`src/rtl/core/cfdp_pkg.sv`:
```
package cfdp_pkg;

    // field widths
    localparam int SAMPLE_BITS    = 12;
    localparam int FRACTION_BITS  = 8;
    localparam int TIME_BITS      = 15;
    localparam int TBASE_BITS     = TIME_BITS - FRACTION_BITS;
    localparam int DELAY_BITS     = 4;
    localparam int GAIN_BITS      = 8;
    localparam int GAIN_FRAC_BITS = 4;
    localparam int THRESH_BITS    = 16;
    localparam int DIFF_BITS      = 22;
    localparam int DEN_BITS       = DIFF_BITS + 1;
    localparam int CFG_INDEX_BITS = 2;
    localparam int CFG_DATA_BITS  = 16;

    // delay line and queue sizes
    localparam int MAX_DELAY   = 15;
    localparam int QUEUE_DEPTH = 4;

    // trace index landmarks
    localparam int BASE_EVEN_INDEX = 2;
    localparam int BASE_ODD_INDEX  = 3;
    localparam int TIME_OFFSET     = 5;

    // register reset values
    localparam logic [DELAY_BITS-1:0]  DELAY_RESET  = 4'd2;
    localparam logic [GAIN_BITS-1:0]   GAIN_RESET   = 8'd32;
    localparam logic [THRESH_BITS-1:0] THRESH_RESET = 16'd20;

    // register indexes
    typedef logic [CFG_INDEX_BITS-1:0] cfg_index_t;
    localparam cfg_index_t CFG_DELAY     = 2'd0;
    localparam cfg_index_t CFG_GAIN      = 2'd1;
    localparam cfg_index_t CFG_THRESHOLD = 2'd2;

    // one job handed from the front end to the back end
    typedef struct packed {
        logic                  crossing;
        logic [TBASE_BITS-1:0] time_base;
        logic [DIFF_BITS-1:0]  prev;
        logic [DEN_BITS-1:0]   den;
        logic                  trace_end;
        logic                  had_hit;
    } job_t;

endpackage

```
`src/rtl/core/cfdp_in_if.sv`:
```
interface cfdp_in_if;

    logic                             valid;
    logic                             ready;
    logic [cfdp_pkg::SAMPLE_BITS-1:0] sample;
    logic                             last_sample;

    modport source (output valid, output sample, output last_sample, input ready);
    modport sink (input valid, input sample, input last_sample, output ready);

endinterface

```
`src/rtl/core/cfdp_out_if.sv`:
```
interface cfdp_out_if;

    logic                                  valid;
    logic                                  ready;
    logic                                  crossing_valid;
    logic signed [cfdp_pkg::TIME_BITS-1:0] crossing_time;
    logic                                  trace_end;
    logic                                  trace_had_hit;

    modport source (
        output valid, output crossing_valid, output crossing_time,
        output trace_end, output trace_had_hit, input ready
    );
    modport sink (
        input valid, input crossing_valid, input crossing_time,
        input trace_end, input trace_had_hit, output ready
    );

endinterface

```
`src/rtl/core/cfdp_cfg_if.sv`:
```
interface cfdp_cfg_if;

    logic                               valid;
    logic                               ready;
    logic [cfdp_pkg::CFG_INDEX_BITS-1:0] index;
    logic [cfdp_pkg::CFG_DATA_BITS-1:0]  data;

    modport source (output valid, output index, output data, input ready);
    modport sink (input valid, input index, input data, output ready);

endinterface

```
`src/rtl/core/digital_cfd_time_pickoff_top.sv`:
```
// Digital constant fraction time pickoff. Samples of one ADC trace enter on
// sample_ch, one item per clock while the four-entry job queue has room; the
// front end updates the trace state (baselines, delay line, difference) in
// the cycle the item is taken. A sample that ends in a qualifying falling
// crossing or marks trace end becomes a job for the back end, which gives one
// item on result_ch; for a crossing the one-bit-per-cycle restoring divider
// first works out the interpolation fraction, and each item is held until
// result_ch.ready. Register writes on cfg_ch (0 delay, 1 gain Q4.4, 2
// threshold) are taken at any time and belong between traces; MAX_SAMPLES
// bounds the trace length, later samples are dropped except for their trace
// end mark.
module digital_cfd_time_pickoff_top #(
    parameter int MAX_SAMPLES = 64
) (
    input  logic        clk,
    input  logic        rst_n,
    cfdp_in_if.sink     sample_ch,
    cfdp_cfg_if.sink    cfg_ch,
    cfdp_out_if.source  result_ch
);

    logic           push;
    logic           pop;
    logic           queue_full;
    logic           queue_empty;
    cfdp_pkg::job_t push_job;
    cfdp_pkg::job_t head_job;

    // sample intake and crossing detection
    cfdp_front #(
        .MAX_SAMPLES (MAX_SAMPLES)
    ) u_front (
        .clk        (clk),
        .rst_n      (rst_n),
        .sample_ch  (sample_ch),
        .cfg_ch     (cfg_ch),
        .queue_full (queue_full),
        .push       (push),
        .job        (push_job)
    );

    // job queue between front and back end
    cfdp_queue u_queue (
        .clk      (clk),
        .rst_n    (rst_n),
        .push     (push),
        .push_job (push_job),
        .pop      (pop),
        .head     (head_job),
        .full     (queue_full),
        .empty    (queue_empty)
    );

    // fraction division and result output
    cfdp_back u_back (
        .clk         (clk),
        .rst_n       (rst_n),
        .queue_empty (queue_empty),
        .head        (head_job),
        .pop         (pop),
        .result_ch   (result_ch)
    );

endmodule

```
`src/rtl/core/cfdp_front.sv`:
```
module cfdp_front #(
    parameter int MAX_SAMPLES = 64
) (
    input  logic            clk,
    input  logic            rst_n,
    cfdp_in_if.sink         sample_ch,
    cfdp_cfg_if.sink        cfg_ch,
    input  logic            queue_full,
    output logic            push,
    output cfdp_pkg::job_t  job
);

    localparam int IDX_BITS  = $clog2(MAX_SAMPLES + 1);
    localparam int EXT_BITS  = (IDX_BITS > cfdp_pkg::TBASE_BITS) ? IDX_BITS
                                                                  : cfdp_pkg::TBASE_BITS;
    localparam int DSEL_BITS = $clog2(cfdp_pkg::MAX_DELAY);
    localparam int ORIG_BITS = cfdp_pkg::SAMPLE_BITS + 1;
    localparam int DB        = cfdp_pkg::DIFF_BITS;

    // configuration registers
    logic [cfdp_pkg::DELAY_BITS-1:0]  delay_reg;
    logic [cfdp_pkg::GAIN_BITS-1:0]   gain_reg;
    logic [cfdp_pkg::THRESH_BITS-1:0] thresh_reg;

    // per trace state
    logic [IDX_BITS-1:0]              idx_reg, idx_next;
    logic [cfdp_pkg::SAMPLE_BITS-1:0] base_even_reg, base_even_next;
    logic [cfdp_pkg::SAMPLE_BITS-1:0] base_odd_reg, base_odd_next;
    logic signed [DB-1:0]             prev_reg, prev_next;
    logic                             hit_reg, hit_next;
    logic [cfdp_pkg::SAMPLE_BITS-1:0] dline_reg [cfdp_pkg::MAX_DELAY];

    // datapath
    logic                             accept;
    logic                             active;
    logic                             window;
    logic                             hit;
    logic [cfdp_pkg::DELAY_BITS-1:0]  dsel;
    logic [cfdp_pkg::SAMPLE_BITS-1:0] delayed;
    logic [cfdp_pkg::SAMPLE_BITS-1:0] b_even, b_odd, base;
    logic signed [ORIG_BITS-1:0]      orig, dly;
    logic signed [DB-1:0]             prod, diff;
    logic [cfdp_pkg::DEN_BITS-1:0]    den, thr_scaled;
    logic [EXT_BITS-1:0]              tbase_ext;

    assign sample_ch.ready = !queue_full;
    assign cfg_ch.ready    = 1'b1;
    assign accept          = sample_ch.valid && !queue_full;

    // configuration writes
    always_ff @(posedge clk or negedge rst_n)
    begin
        if (!rst_n)
        begin
            delay_reg  <= cfdp_pkg::DELAY_RESET;
            gain_reg   <= cfdp_pkg::GAIN_RESET;
            thresh_reg <= cfdp_pkg::THRESH_RESET;
        end
        else if (cfg_ch.valid)
        begin
            case (cfg_ch.index)
                cfdp_pkg::CFG_DELAY:
                    delay_reg <= cfg_ch.data[cfdp_pkg::DELAY_BITS-1:0];
                cfdp_pkg::CFG_GAIN:
                    gain_reg <= cfg_ch.data[cfdp_pkg::GAIN_BITS-1:0];
                cfdp_pkg::CFG_THRESHOLD:
                    thresh_reg <= cfg_ch.data[cfdp_pkg::THRESH_BITS-1:0];
                default:
                    ;
            endcase
        end
    end

    // delayed copy and baseline selection
    always_comb
    begin
        active = idx_reg < IDX_BITS'(MAX_SAMPLES);
        dsel   = (delay_reg > cfdp_pkg::DELAY_BITS'(cfdp_pkg::MAX_DELAY))
               ? cfdp_pkg::DELAY_BITS'(cfdp_pkg::MAX_DELAY) : delay_reg;
        if (dsel == '0)
            delayed = sample_ch.sample;
        else
            delayed = dline_reg[DSEL_BITS'(dsel - 1'b1)];
        b_even = (idx_reg == IDX_BITS'(cfdp_pkg::BASE_EVEN_INDEX))
               ? sample_ch.sample : base_even_reg;
        b_odd  = (idx_reg == IDX_BITS'(cfdp_pkg::BASE_ODD_INDEX))
               ? sample_ch.sample : base_odd_reg;
        base   = idx_reg[0] ? b_odd : b_even;
    end

    // difference of original and amplified delayed copy, in 1/16 adc units
    always_comb
    begin
        orig = $signed({1'b0, sample_ch.sample}) - $signed({1'b0, base});
        dly  = $signed({1'b0, delayed}) - $signed({1'b0, base});
        prod = DB'(dly) * DB'($signed({1'b0, gain_reg}));
        diff = (DB'(orig) <<< cfdp_pkg::GAIN_FRAC_BITS) - prod;
    end

    // falling zero crossing test
    always_comb
    begin
        window     = active && ({1'b0, idx_reg} >=
                     ((IDX_BITS + 1)'(dsel) + (IDX_BITS + 1)'(cfdp_pkg::BASE_EVEN_INDEX)));
        den        = {prev_reg[DB-1], prev_reg} - {diff[DB-1], diff};
        thr_scaled = cfdp_pkg::DEN_BITS'({thresh_reg, {cfdp_pkg::GAIN_FRAC_BITS{1'b0}}});
        hit        = window && (idx_reg > IDX_BITS'(cfdp_pkg::BASE_ODD_INDEX))
                     && diff[DB-1] && !prev_reg[DB-1] && (den > thr_scaled);
        tbase_ext  = EXT_BITS'(idx_reg) - EXT_BITS'(cfdp_pkg::TIME_OFFSET);
    end

    // next trace state
    always_comb
    begin
        idx_next       = idx_reg;
        base_even_next = base_even_reg;
        base_odd_next  = base_odd_reg;
        prev_next      = prev_reg;
        hit_next       = hit_reg;
        if (accept)
        begin
            if (active)
            begin
                idx_next = idx_reg + 1'b1;
                if (idx_reg == IDX_BITS'(cfdp_pkg::BASE_EVEN_INDEX))
                    base_even_next = sample_ch.sample;
                if (idx_reg == IDX_BITS'(cfdp_pkg::BASE_ODD_INDEX))
                    base_odd_next = sample_ch.sample;
                if (window)
                    prev_next = diff;
                if (hit)
                    hit_next = 1'b1;
            end
            if (sample_ch.last_sample)
            begin
                idx_next       = '0;
                base_even_next = '0;
                base_odd_next  = '0;
                prev_next      = '0;
                hit_next       = 1'b0;
            end
        end
    end

    always_ff @(posedge clk or negedge rst_n)
    begin
        if (!rst_n)
        begin
            idx_reg       <= '0;
            base_even_reg <= '0;
            base_odd_reg  <= '0;
            prev_reg      <= '0;
            hit_reg       <= 1'b0;
        end
        else
        begin
            idx_reg       <= idx_next;
            base_even_reg <= base_even_next;
            base_odd_reg  <= base_odd_next;
            prev_reg      <= prev_next;
            hit_reg       <= hit_next;
        end
    end

    // sample shift line, newest in slot 0
    always_ff @(posedge clk)
    begin
        if (accept && active)
        begin
            dline_reg[0] <= sample_ch.sample;
            for (int k = 1; k < cfdp_pkg::MAX_DELAY; k++)
            begin
                dline_reg[k] <= dline_reg[k-1];
            end
        end
    end

    // hand a job to the back end for every item that gives a result
    always_comb
    begin
        push          = accept && (hit || sample_ch.last_sample);
        job.crossing  = hit;
        job.time_base = tbase_ext[cfdp_pkg::TBASE_BITS-1:0];
        job.prev      = prev_reg;
        job.den       = den;
        job.trace_end = sample_ch.last_sample;
        job.had_hit   = sample_ch.last_sample && (hit_reg || hit);
    end

endmodule

```
`src/rtl/core/cfdp_queue.sv`:
```
module cfdp_queue (
    input  logic            clk,
    input  logic            rst_n,
    input  logic            push,
    input  cfdp_pkg::job_t  push_job,
    input  logic            pop,
    output cfdp_pkg::job_t  head,
    output logic            full,
    output logic            empty
);

    localparam int PTR_BITS = $clog2(cfdp_pkg::QUEUE_DEPTH);
    localparam int CNT_BITS = $clog2(cfdp_pkg::QUEUE_DEPTH + 1);

    cfdp_pkg::job_t      slot_reg [cfdp_pkg::QUEUE_DEPTH];
    logic [PTR_BITS-1:0] wr_reg, wr_next;
    logic [PTR_BITS-1:0] rd_reg, rd_next;
    logic [CNT_BITS-1:0] cnt_reg, cnt_next;

    assign full  = cnt_reg == CNT_BITS'(cfdp_pkg::QUEUE_DEPTH);
    assign empty = cnt_reg == '0;
    assign head  = slot_reg[rd_reg];

    // pointer and fill count update
    always_comb
    begin
        wr_next  = push ? PTR_BITS'(wr_reg + 1'b1) : wr_reg;
        rd_next  = pop ? PTR_BITS'(rd_reg + 1'b1) : rd_reg;
        cnt_next = cnt_reg;
        if (push && !pop)
            cnt_next = cnt_reg + 1'b1;
        else if (pop && !push)
            cnt_next = cnt_reg - 1'b1;
    end

    always_ff @(posedge clk or negedge rst_n)
    begin
        if (!rst_n)
        begin
            wr_reg  <= '0;
            rd_reg  <= '0;
            cnt_reg <= '0;
        end
        else
        begin
            wr_reg  <= wr_next;
            rd_reg  <= rd_next;
            cnt_reg <= cnt_next;
        end
    end

    // job storage
    always_ff @(posedge clk)
    begin
        if (push)
            slot_reg[wr_reg] <= push_job;
    end

endmodule

```
`src/rtl/core/cfdp_back.sv`:
```
module cfdp_back (
    input  logic            clk,
    input  logic            rst_n,
    input  logic            queue_empty,
    input  cfdp_pkg::job_t  head,
    output logic            pop,
    cfdp_out_if.source      result_ch
);

    localparam int FB       = cfdp_pkg::FRACTION_BITS;
    localparam int NB       = cfdp_pkg::DEN_BITS;
    localparam int CNT_BITS = $clog2(FB);

    typedef enum logic [1:0] {ST_IDLE, ST_DIV, ST_OUT} state_t;

    state_t                          state_reg, state_next;
    logic [NB-1:0]                   rem_reg, rem_next;
    logic [NB-1:0]                   den_reg, den_next;
    logic [FB-1:0]                   quo_reg, quo_next;
    logic [CNT_BITS-1:0]             cnt_reg, cnt_next;
    logic [cfdp_pkg::TBASE_BITS-1:0] tbase_reg, tbase_next;
    logic                            cross_reg, cross_next;
    logic                            end_reg, end_next;
    logic                            had_reg, had_next;

    // sequencer and restoring divider, one quotient bit per cycle
    always_comb
    begin
        logic [NB:0] r2;
        logic        qbit;
        r2         = {rem_reg, 1'b0};
        qbit       = r2 >= {1'b0, den_reg};
        state_next = state_reg;
        rem_next   = rem_reg;
        den_next   = den_reg;
        quo_next   = quo_reg;
        cnt_next   = cnt_reg;
        tbase_next = tbase_reg;
        cross_next = cross_reg;
        end_next   = end_reg;
        had_next   = had_reg;
        pop        = 1'b0;
        case (state_reg)
            ST_IDLE:
            begin
                if (!queue_empty)
                begin
                    pop        = 1'b1;
                    rem_next   = NB'(head.prev);
                    den_next   = head.den;
                    quo_next   = '0;
                    cnt_next   = '0;
                    tbase_next = head.crossing ? head.time_base : '0;
                    cross_next = head.crossing;
                    end_next   = head.trace_end;
                    had_next   = head.had_hit;
                    state_next = head.crossing ? ST_DIV : ST_OUT;
                end
            end
            ST_DIV:
            begin
                if (qbit)
                    rem_next = NB'(r2 - {1'b0, den_reg});
                else
                    rem_next = NB'(r2);
                quo_next = {quo_reg[FB-2:0], qbit};
                cnt_next = cnt_reg + 1'b1;
                if (cnt_reg == CNT_BITS'(FB - 1))
                    state_next = ST_OUT;
            end
            ST_OUT:
            begin
                if (result_ch.ready)
                    state_next = ST_IDLE;
            end
            default:
                state_next = ST_IDLE;
        endcase
    end

    always_ff @(posedge clk or negedge rst_n)
    begin
        if (!rst_n)
        begin
            state_reg <= ST_IDLE;
            rem_reg   <= '0;
            den_reg   <= '0;
            quo_reg   <= '0;
            cnt_reg   <= '0;
            tbase_reg <= '0;
            cross_reg <= 1'b0;
            end_reg   <= 1'b0;
            had_reg   <= 1'b0;
        end
        else
        begin
            state_reg <= state_next;
            rem_reg   <= rem_next;
            den_reg   <= den_next;
            quo_reg   <= quo_next;
            cnt_reg   <= cnt_next;
            tbase_reg <= tbase_next;
            cross_reg <= cross_next;
            end_reg   <= end_next;
            had_reg   <= had_next;
        end
    end

    // result item
    assign result_ch.valid          = state_reg == ST_OUT;
    assign result_ch.crossing_valid = cross_reg;
    assign result_ch.crossing_time  = $signed({tbase_reg, quo_reg});
    assign result_ch.trace_end      = end_reg;
    assign result_ch.trace_had_hit  = had_reg;

endmodule
```
`src/flat_wrapper.sv`:
```
// flat-port wrapper written by rule: the top's interface ports become plain ports
module digital_cfd_time_pickoff_top_flat 
#(
    parameter int MAX_SAMPLES = 64
)
  (clk, rst_n, sample_ch_valid, sample_ch_sample, sample_ch_last_sample, sample_ch_ready, cfg_ch_valid, cfg_ch_index, cfg_ch_data, cfg_ch_ready, result_ch_valid, result_ch_crossing_valid, result_ch_crossing_time, result_ch_trace_end, result_ch_trace_had_hit, result_ch_ready);
  cfdp_in_if sample_ch_i ();
  cfdp_cfg_if cfg_ch_i ();
  cfdp_out_if result_ch_i ();
  input  logic clk;
  input  logic rst_n;
  input wire logic [$bits(sample_ch_i.valid)-1:0] sample_ch_valid;
  input wire logic [$bits(sample_ch_i.sample)-1:0] sample_ch_sample;
  input wire logic [$bits(sample_ch_i.last_sample)-1:0] sample_ch_last_sample;
  output wire logic [$bits(sample_ch_i.ready)-1:0] sample_ch_ready;
  input wire logic [$bits(cfg_ch_i.valid)-1:0] cfg_ch_valid;
  input wire logic [$bits(cfg_ch_i.index)-1:0] cfg_ch_index;
  input wire logic [$bits(cfg_ch_i.data)-1:0] cfg_ch_data;
  output wire logic [$bits(cfg_ch_i.ready)-1:0] cfg_ch_ready;
  output wire logic [$bits(result_ch_i.valid)-1:0] result_ch_valid;
  output wire logic [$bits(result_ch_i.crossing_valid)-1:0] result_ch_crossing_valid;
  output wire logic [$bits(result_ch_i.crossing_time)-1:0] result_ch_crossing_time;
  output wire logic [$bits(result_ch_i.trace_end)-1:0] result_ch_trace_end;
  output wire logic [$bits(result_ch_i.trace_had_hit)-1:0] result_ch_trace_had_hit;
  input wire logic [$bits(result_ch_i.ready)-1:0] result_ch_ready;
  assign sample_ch_i.valid = sample_ch_valid;
  assign sample_ch_i.sample = sample_ch_sample;
  assign sample_ch_i.last_sample = sample_ch_last_sample;
  assign sample_ch_ready = sample_ch_i.ready;
  assign cfg_ch_i.valid = cfg_ch_valid;
  assign cfg_ch_i.index = cfg_ch_index;
  assign cfg_ch_i.data = cfg_ch_data;
  assign cfg_ch_ready = cfg_ch_i.ready;
  assign result_ch_valid = result_ch_i.valid;
  assign result_ch_crossing_valid = result_ch_i.crossing_valid;
  assign result_ch_crossing_time = result_ch_i.crossing_time;
  assign result_ch_trace_end = result_ch_i.trace_end;
  assign result_ch_trace_had_hit = result_ch_i.trace_had_hit;
  assign result_ch_i.ready = result_ch_ready;
  digital_cfd_time_pickoff_top #(.MAX_SAMPLES(MAX_SAMPLES)) u_core (.clk(clk), .rst_n(rst_n), .sample_ch(sample_ch_i), .cfg_ch(cfg_ch_i), .result_ch(result_ch_i));
endmodule
```
`config.mk`:
```
export PLATFORM = sky130hd
export DESIGN_NAME = digital_cfd_time_pickoff_top_flat
export DESIGN_NICKNAME = d
export VERILOG_FILES = /design/src/rtl/core/cfdp_pkg.sv /design/src/rtl/core/cfdp_in_if.sv /design/src/rtl/core/cfdp_out_if.sv /design/src/rtl/core/cfdp_cfg_if.sv /design/src/rtl/core/digital_cfd_time_pickoff_top.sv /design/src/rtl/core/cfdp_front.sv /design/src/rtl/core/cfdp_queue.sv /design/src/rtl/core/cfdp_back.sv /design/src/flat_wrapper.sv
export SDC_FILE = /design/constraint.sdc
export NUM_CORES = 1
export LEC_CHECK = 0
export BUFFER_PORTS_ARGS = -buffer_cell sky130_fd_sc_hd__buf_2
export CAP_MARGIN = 25
export CORE_UTILIZATION = 35
export CTS_CLUSTER_DIAMETER = 100
export DETAILED_ROUTE_END_ITERATION = 8
export GPL_ROUTABILITY_DRIVEN = 0
export PLACE_DENSITY = 0.54
export SYNTH_ARGS = -nofsm -noshare
export SYNTH_HDL_FRONTEND = slang
export SYNTH_SLANG_ARGS = --single-unit
export TNS_END_PERCENT = 100
```
`constraint.sdc`:
```
create_clock -name clk -period 22.3 [get_ports clk]
set_clock_uncertainty 0.1 [all_clocks]
set_input_delay 2.23 -clock clk [delete_from_list [all_inputs] [get_ports clk]]
set_output_delay 2.23 -clock clk [all_outputs]
set_load 0.005 [all_outputs]
```
==> results of run 1 <==
## metal layers
layer	vias to the layer above	GRT usage (%)	share of wire (%)
li1	8365	-	-
met1	9039	20.6	45
met2	307	26.4	49
met3	114	1.90	3.0
met4	0	4.75	2.9
met5	-	0	0
## metrics by stage
| stage | hold slack [ns] | area, um2 | setup WS, ns | util, % | instances |
|---|---|---|---|---|---|
| finish | 0.326 | 33800 | 7.55 | 39.7 | 3554 |
| global route | 0.339 | 33800 | 6.64 | 39.7 | 3554 |
| CTS | 0.333 | 33700 | 6.98 | 39.6 | 3550 |
| detailed placement | 0.331 | 31700 | 7.09 | 37.2 | 3441 |
| global placement | 0.327 | 31700 | 7.41 | 37.2 | 3439 |
| floorplan | 0.321 | 30100 | 8.37 | - | 2301 |
## final timing paths
| path | from | end | slack, ns | depth (start not counted) |
|---|---|---|---|---|
| hold reg to reg | u_core.u_front.dline_reg[13][10] | u_core.u_front.dline_reg[14][10] | 0.33 | 0 |
| min in group asynchronous | rst_n | u_core.u_back.state_reg[0] | 1.50 | 1 |
| max in group asynchronous | rst_n | u_core.u_front.thresh_reg[4] | 18.80 | 3 |
| setup / recovery | u_core.u_front.delay_reg[0] | u_core.u_queue.slot_reg[2][16] | 7.55 | 48 |
| hold / removal | u_core.u_front.dline_reg[13][10] | u_core.u_front.dline_reg[14][10] | 0.33 | 0 |
| setup reg to reg | u_core.u_front.delay_reg[0] | u_core.u_queue.slot_reg[2][16] | 7.55 | 48 |
## cell type report
| cell class | instances | area, um2 |
|---|---|---|
| fillers | 8051 | 51400 |
| flip-flops and latches | 558 | 16000 |
| multi-input cells | 1434 | 13000 |
| clock buffers | 85 | 1660 |
| well taps | 1144 | 1430 |
| inverters | 229 | 860 |
| repair buffers | 80 | 569 |
| clock inverters | 24 | 305 |
## worst register-to-register path, delay by kind of cell, from the launching register on
family | cells | cell delay (ns)
AOI/OAI and AO/OA | 19 | 4.74
xor gates and xnor gates | 2 | 0.41
adders and majority gates | 11 | 4.70
buffers and inverters | 8 | 1.87
DFF | 1 | 0.50
muxes | 3 | 1.03
and+or+nand+nor | 5 | 0.95
## cell usage in the layout (no fill, tap or decap), types with 46 or more instances in the layout
cell type	n
fa_1	109
clkbuf_16	58
and2_1	78
xnor2_1	50
nor2_1	86
nand2_1	228
dfrtp_1	151
edfxtp_1	400
mux4_2	102
ha_1	155
inv_1	227
a21oi_1	93
mux2_2	46
buf_2	54
o21ai_0	96
## logic make-up (layout without fill, tap and decap cells)
group           Yosys count  count (layout)  share of synthesized area (%)
compound gates          376             376                           8.09
flops                   558             558                           53.1
buf+inv                 309             418                           3.89
simple gates            523             523                           8.12
xor+xnor                 93              93                           2.71
fa+ha+maj               265             265                           13.8
other cells               1               1                         0.0125
mux                     176             176                           10.3
==> impl_results.md, run 1 <==
* Mapped Area at about 30000 um2
* Vias/cell at around 5
* Max-slew violations at 0
* Global route total overflow at 0
* CP max stage cell: ha_2
* Status: finished clean
* Layout Area Growth over Synthesis at 12.3%
* Post-DP HPWL at between 40 and 50 mm
* CTS tree: yes
* Worst-margin pin slew at around 1.1 ns
* Syn_area_per_cell at approximately 13 um2
* Rel. slew slack at 29.2%
* Initial antenna violation count at 0
* FFs w/ async S/R, synth at between 20% and 30%
* Critical Path Sink Type: register
* Total Negative Setup Slacks at 0 ns
* ANT nets after route at 0
* Arr. time, crit path at 14.90 ns
* CP delay by family, top: compound AO/OA/AOI/OAI gates
* Top cells by count, synth: edfxtp_1, nand2_1, inv_1
* Die area at a little under 90000 um2
* Final Cycle Share at about two thirds
* Startpoint Class: register
* CTS buffer count at 58
* Fmax at about 0.068 GHz
* Core area at approximately 85000 um2
* Worst-path clk slew at around 0.060 ns
* Total track usage at between 10% and 20%
* Synthesis Warnings at 0
* Final #Nets at 2662
* Buf/Inv on CP at 8
* RSZ-0062 raised after global routing: false
* Post-CTS Setup Bufs at 0
* First-pass GRT wire length at 107 mm
* CP max FO at 48
* CTS root buf: clkbuf_16
* Netlist cell types at between 70 and 80
* Num ports at 57
* PortBufs at 55
* WS Path Type: reg -> reg
* Row cnt at ~110
* Clock latency on the worst-skew pair at 0.63 ns
* Top FF cell, synth: edfxtp_1
* Clk buf depth at 3
* Synthesized instance count at approximately 2300
* Vias in the first global route at ~19000
* Vias at between 15000 and 20000
* Max reg flops at between 200 and 250
* Mapped Nets at 2602
* Fin crit period at 14.75 ns
* Final setup fails at 0
* Fin. Hold Viols at 0
* CP Data Required Time at around 22 ns
* Sequential fraction of the synthesis area at 53.1%
* Yosys top cell by area: edfxtp_1
* DRC at 0
* Post-synth top area share at 40.0%
* TritonRoute pass-1 iters at 5
* Top-count cell post-synth: edfxtp_1
* Post-synth EDFFs at 400
* Top post-synthesis cells by area: edfxtp_1, dfrtp_1, mux4_2
* Clock sinks at between 500 and 600
* Layout cells sized above 1 at between 10% and 20%
* Wire per inst at approximately 18 um
* Routed Wire Length at roughly 66 mm
* Max cap viols at 0
* Hold WC Path Type: reg -> reg
* Chip width at approximately 300 um
* Initial core utilization at between 30% and 40%
* H-tree Lvls at 2
* Hold bufs inserted after CTS at 0
* Seq cells post-synth at between 500 and 600
* Die Y-Extent at 295 um
* Initial DRC Count at about 1100
* Post-CTS sizing at 0
* Antenna fix cells at 0
* Most frequent CP cell: fa_1
* Pin count of the biggest net entering global routing at between 80 and 90
* Max incr delay on CP at 0.66 ns
Power of run 1 is not shown: default switching activity piles up to over one toggle a cycle in this logic, so the estimate is an artifact.
==> run 2: changes to the inputs <==
==> constraint.sdc (replaced) <==
create_clock -name clk -period 14.17 [get_ports clk]
set_clock_uncertainty 0.1 [all_clocks]
set_input_delay 1.417 -clock clk [delete_from_list [all_inputs] [get_ports clk]]
set_output_delay 1.417 -clock clk [all_outputs]
set_load 0.005 [all_outputs]
==> run 2 against run 1 <==
Global-route usage increased by 0.11 points. Flip-flop and latch count unchanged. Setup slack got worse by 6.6 ns. Critical path depth increased by 2. Final area increased by 0.17%. Die area unchanged. Non-clock buffer count increased by 5. Clock-buffer cell count decreased by 2. Utilization increased by 0.066 points. Via count increased by 0.63%. Cell count increased by 0.25%.
==> impl_results.md, run 2 (synthesized netlist as in run 1, its figures left out) <==
* First-pass GRT wire length at approximately 110 mm
* Global route total overflow at 0
* WHS Path Cells at 0
* Die area at 87100 um2
* Layout cells sized above 1 at approximately 15%
* HP Start: u_core.u_front.dline_reg[4][1]
* Commonest non-fill, non-tap cell in the layout: edfxtp_1
* Initial DRC Count at between 800 and 900
* Reg-to-reg endpoint: u_core.u_queue.cnt_reg[2]
* Chip width at 295 um
* Wire per inst at approximately 19 um
* CP max stage cell: dfrtp_2
* Hold WC Path Type: reg -> reg
* Die Y-Extent at 295 um
* CP Data Required Time at between 10 and 15 ns
* WS Path Type: reg -> reg
* Fmax at around 0.076 GHz
* Max incr delay on CP at roughly 0.70 ns
* Row cnt at 107
* Total track usage at roughly 16%
* TritonRoute pass-1 iters at 5
* Vias/cell at approximately 5.0
* Hold bufs inserted after CTS at 0
* Vias at 17900
* Fin crit period at 13.20 ns
* Clk buf depth at 3
* Startpoint Class: register
* Initial antenna violation count at 0
* Worst r2r src: u_core.u_front.idx_reg[0]
* Rel. slew slack at between 20% and 30%
* Core area at 85100 um2
* Worst-margin pin slew at about 1.1 ns
* Total Negative Setup Slacks at 0 ns
* DRC at 0
* Worst Hold End: u_core.u_front.dline_reg[5][1]
* Status: finished clean
* Met3 Usage GRT at under 10%
* PortBufs at 55
* Layout Area Growth over Synthesis at 12.5%
* Num ports at 57
* RSZ-0062 raised after global routing: false
* Final setup fails at 0
* Critical Path Sink Type: register
* Fin. Hold Viols at 0
* Max-slew violations at 0
* GR peak layer: met2
* Initial core utilization at between 30% and 40%
* Worst-path clk slew at approximately 0.06 ns
* Max reg flops at 220
* Vias in the first global route at approximately 19000
* CTS root buf: clkbuf_16
* Clock latency on the worst-skew pair at between 0.6 and 0.7 ns
* Clock sinks at 558
* Arr. time, crit path at roughly 14 ns
* Cells on worst reg2reg path at 50
* H-tree Lvls at 2
* Worst R2R Setup Slack at slightly below 1 ns
* CTS tree: yes
* Most frequent cells in the layout: edfxtp_1, nand2_1, inv_1
* Final Cycle Share at a little over 90%
* CTS buffer count at 60
* Pin count of the biggest net entering global routing at between 80 and 90
* M2 GR Usage at a little over a quarter
* Final #Nets at 2669
* ANT nets after route at 0
* Max cap viols at 0
* CP max FO at 30
* Post-DP HPWL at 46.3 mm
* Antenna fix cells at 0
* Routed Wire Length at roughly 66 mm
* Layout Utilization at approximately 40%
* Met1 Track Usage GR at around a fifth
==> run 2: cell type report <==
class / instances / area (um2)
Multi-Input combinational cell: 1434 / 13000
Timing Repair Buffer: 85 / 599
Tap cell: 1144 / 1430
Fill cell: 8042 / 51300
Clock buffer: 83 / 1620
Sequential cell: 558 / 16000
Inverter: 229 / 860
Clock inverter: 30 / 333
==> run 2: metrics by stage <==
stage	instances	hold WS, ns	setup slack, ns	cell area, um2
2_1_floorplan	2301	0.321	0.242	30100
3_3_place_gp	3442	0.326	0.371	31700
3_5_place_dp	3446	0.327	0.163	31800
4_1_cts	3559	0.322	0.0895	33700
5_1_grt	3563	0.318	0.00530	33800
6_report	3563	0.332	0.970	33800
==> run 2: how the worst max path moves through the flow <==
stage                           startpoint  slack [ns]  cells past startpoint                            end
2_1_floorplan  u_core.u_front.delay_reg[0]        0.24                     51  u_core.u_queue.slot_reg[0][0]
3_3_place_gp     u_core.u_front.idx_reg[0]        0.37                     50      u_core.u_queue.cnt_reg[2]
3_5_place_dp     u_core.u_front.idx_reg[0]        0.16                     51      u_core.u_queue.cnt_reg[2]
4_1_cts          u_core.u_front.idx_reg[0]        0.09                     51      u_core.u_queue.cnt_reg[2]
5_1_grt          u_core.u_front.idx_reg[0]       0.005                     51      u_core.u_queue.cnt_reg[2]
6_report         u_core.u_front.idx_reg[0]        0.97                     50      u_core.u_queue.cnt_reg[2]
==> run 2: what timing repair did <==
item / in CTS / in global routing
gates resized for setup: 0 / 8
setup endpoints to repair: 0 / 229
setup buffers: 0 / 3
==> run 2: critical path, delay by kind of cell (launching register included) <==
kind	cells	cell delay, ns
adders and majority gates	12	4.57
muxes	1	0.36
DFF	1	0.70
and+or+nand+nor	7	1.00
AOI/OAI and AO/OA	18	4.02
buffers and inverters	7	1.05
xor gates and xnor gates	5	1.28
==> run 2: metal layers <==
layer,vias to the layer above,part of all wire (%),wire length (um)
li1,8383,-,-
met1,9209,45,30100
met2,264,49,32700
met3,82,3.0,2010
met4,0,2.0,1360
met5,-,0,0
Power of run 2 is left out for the same reason.
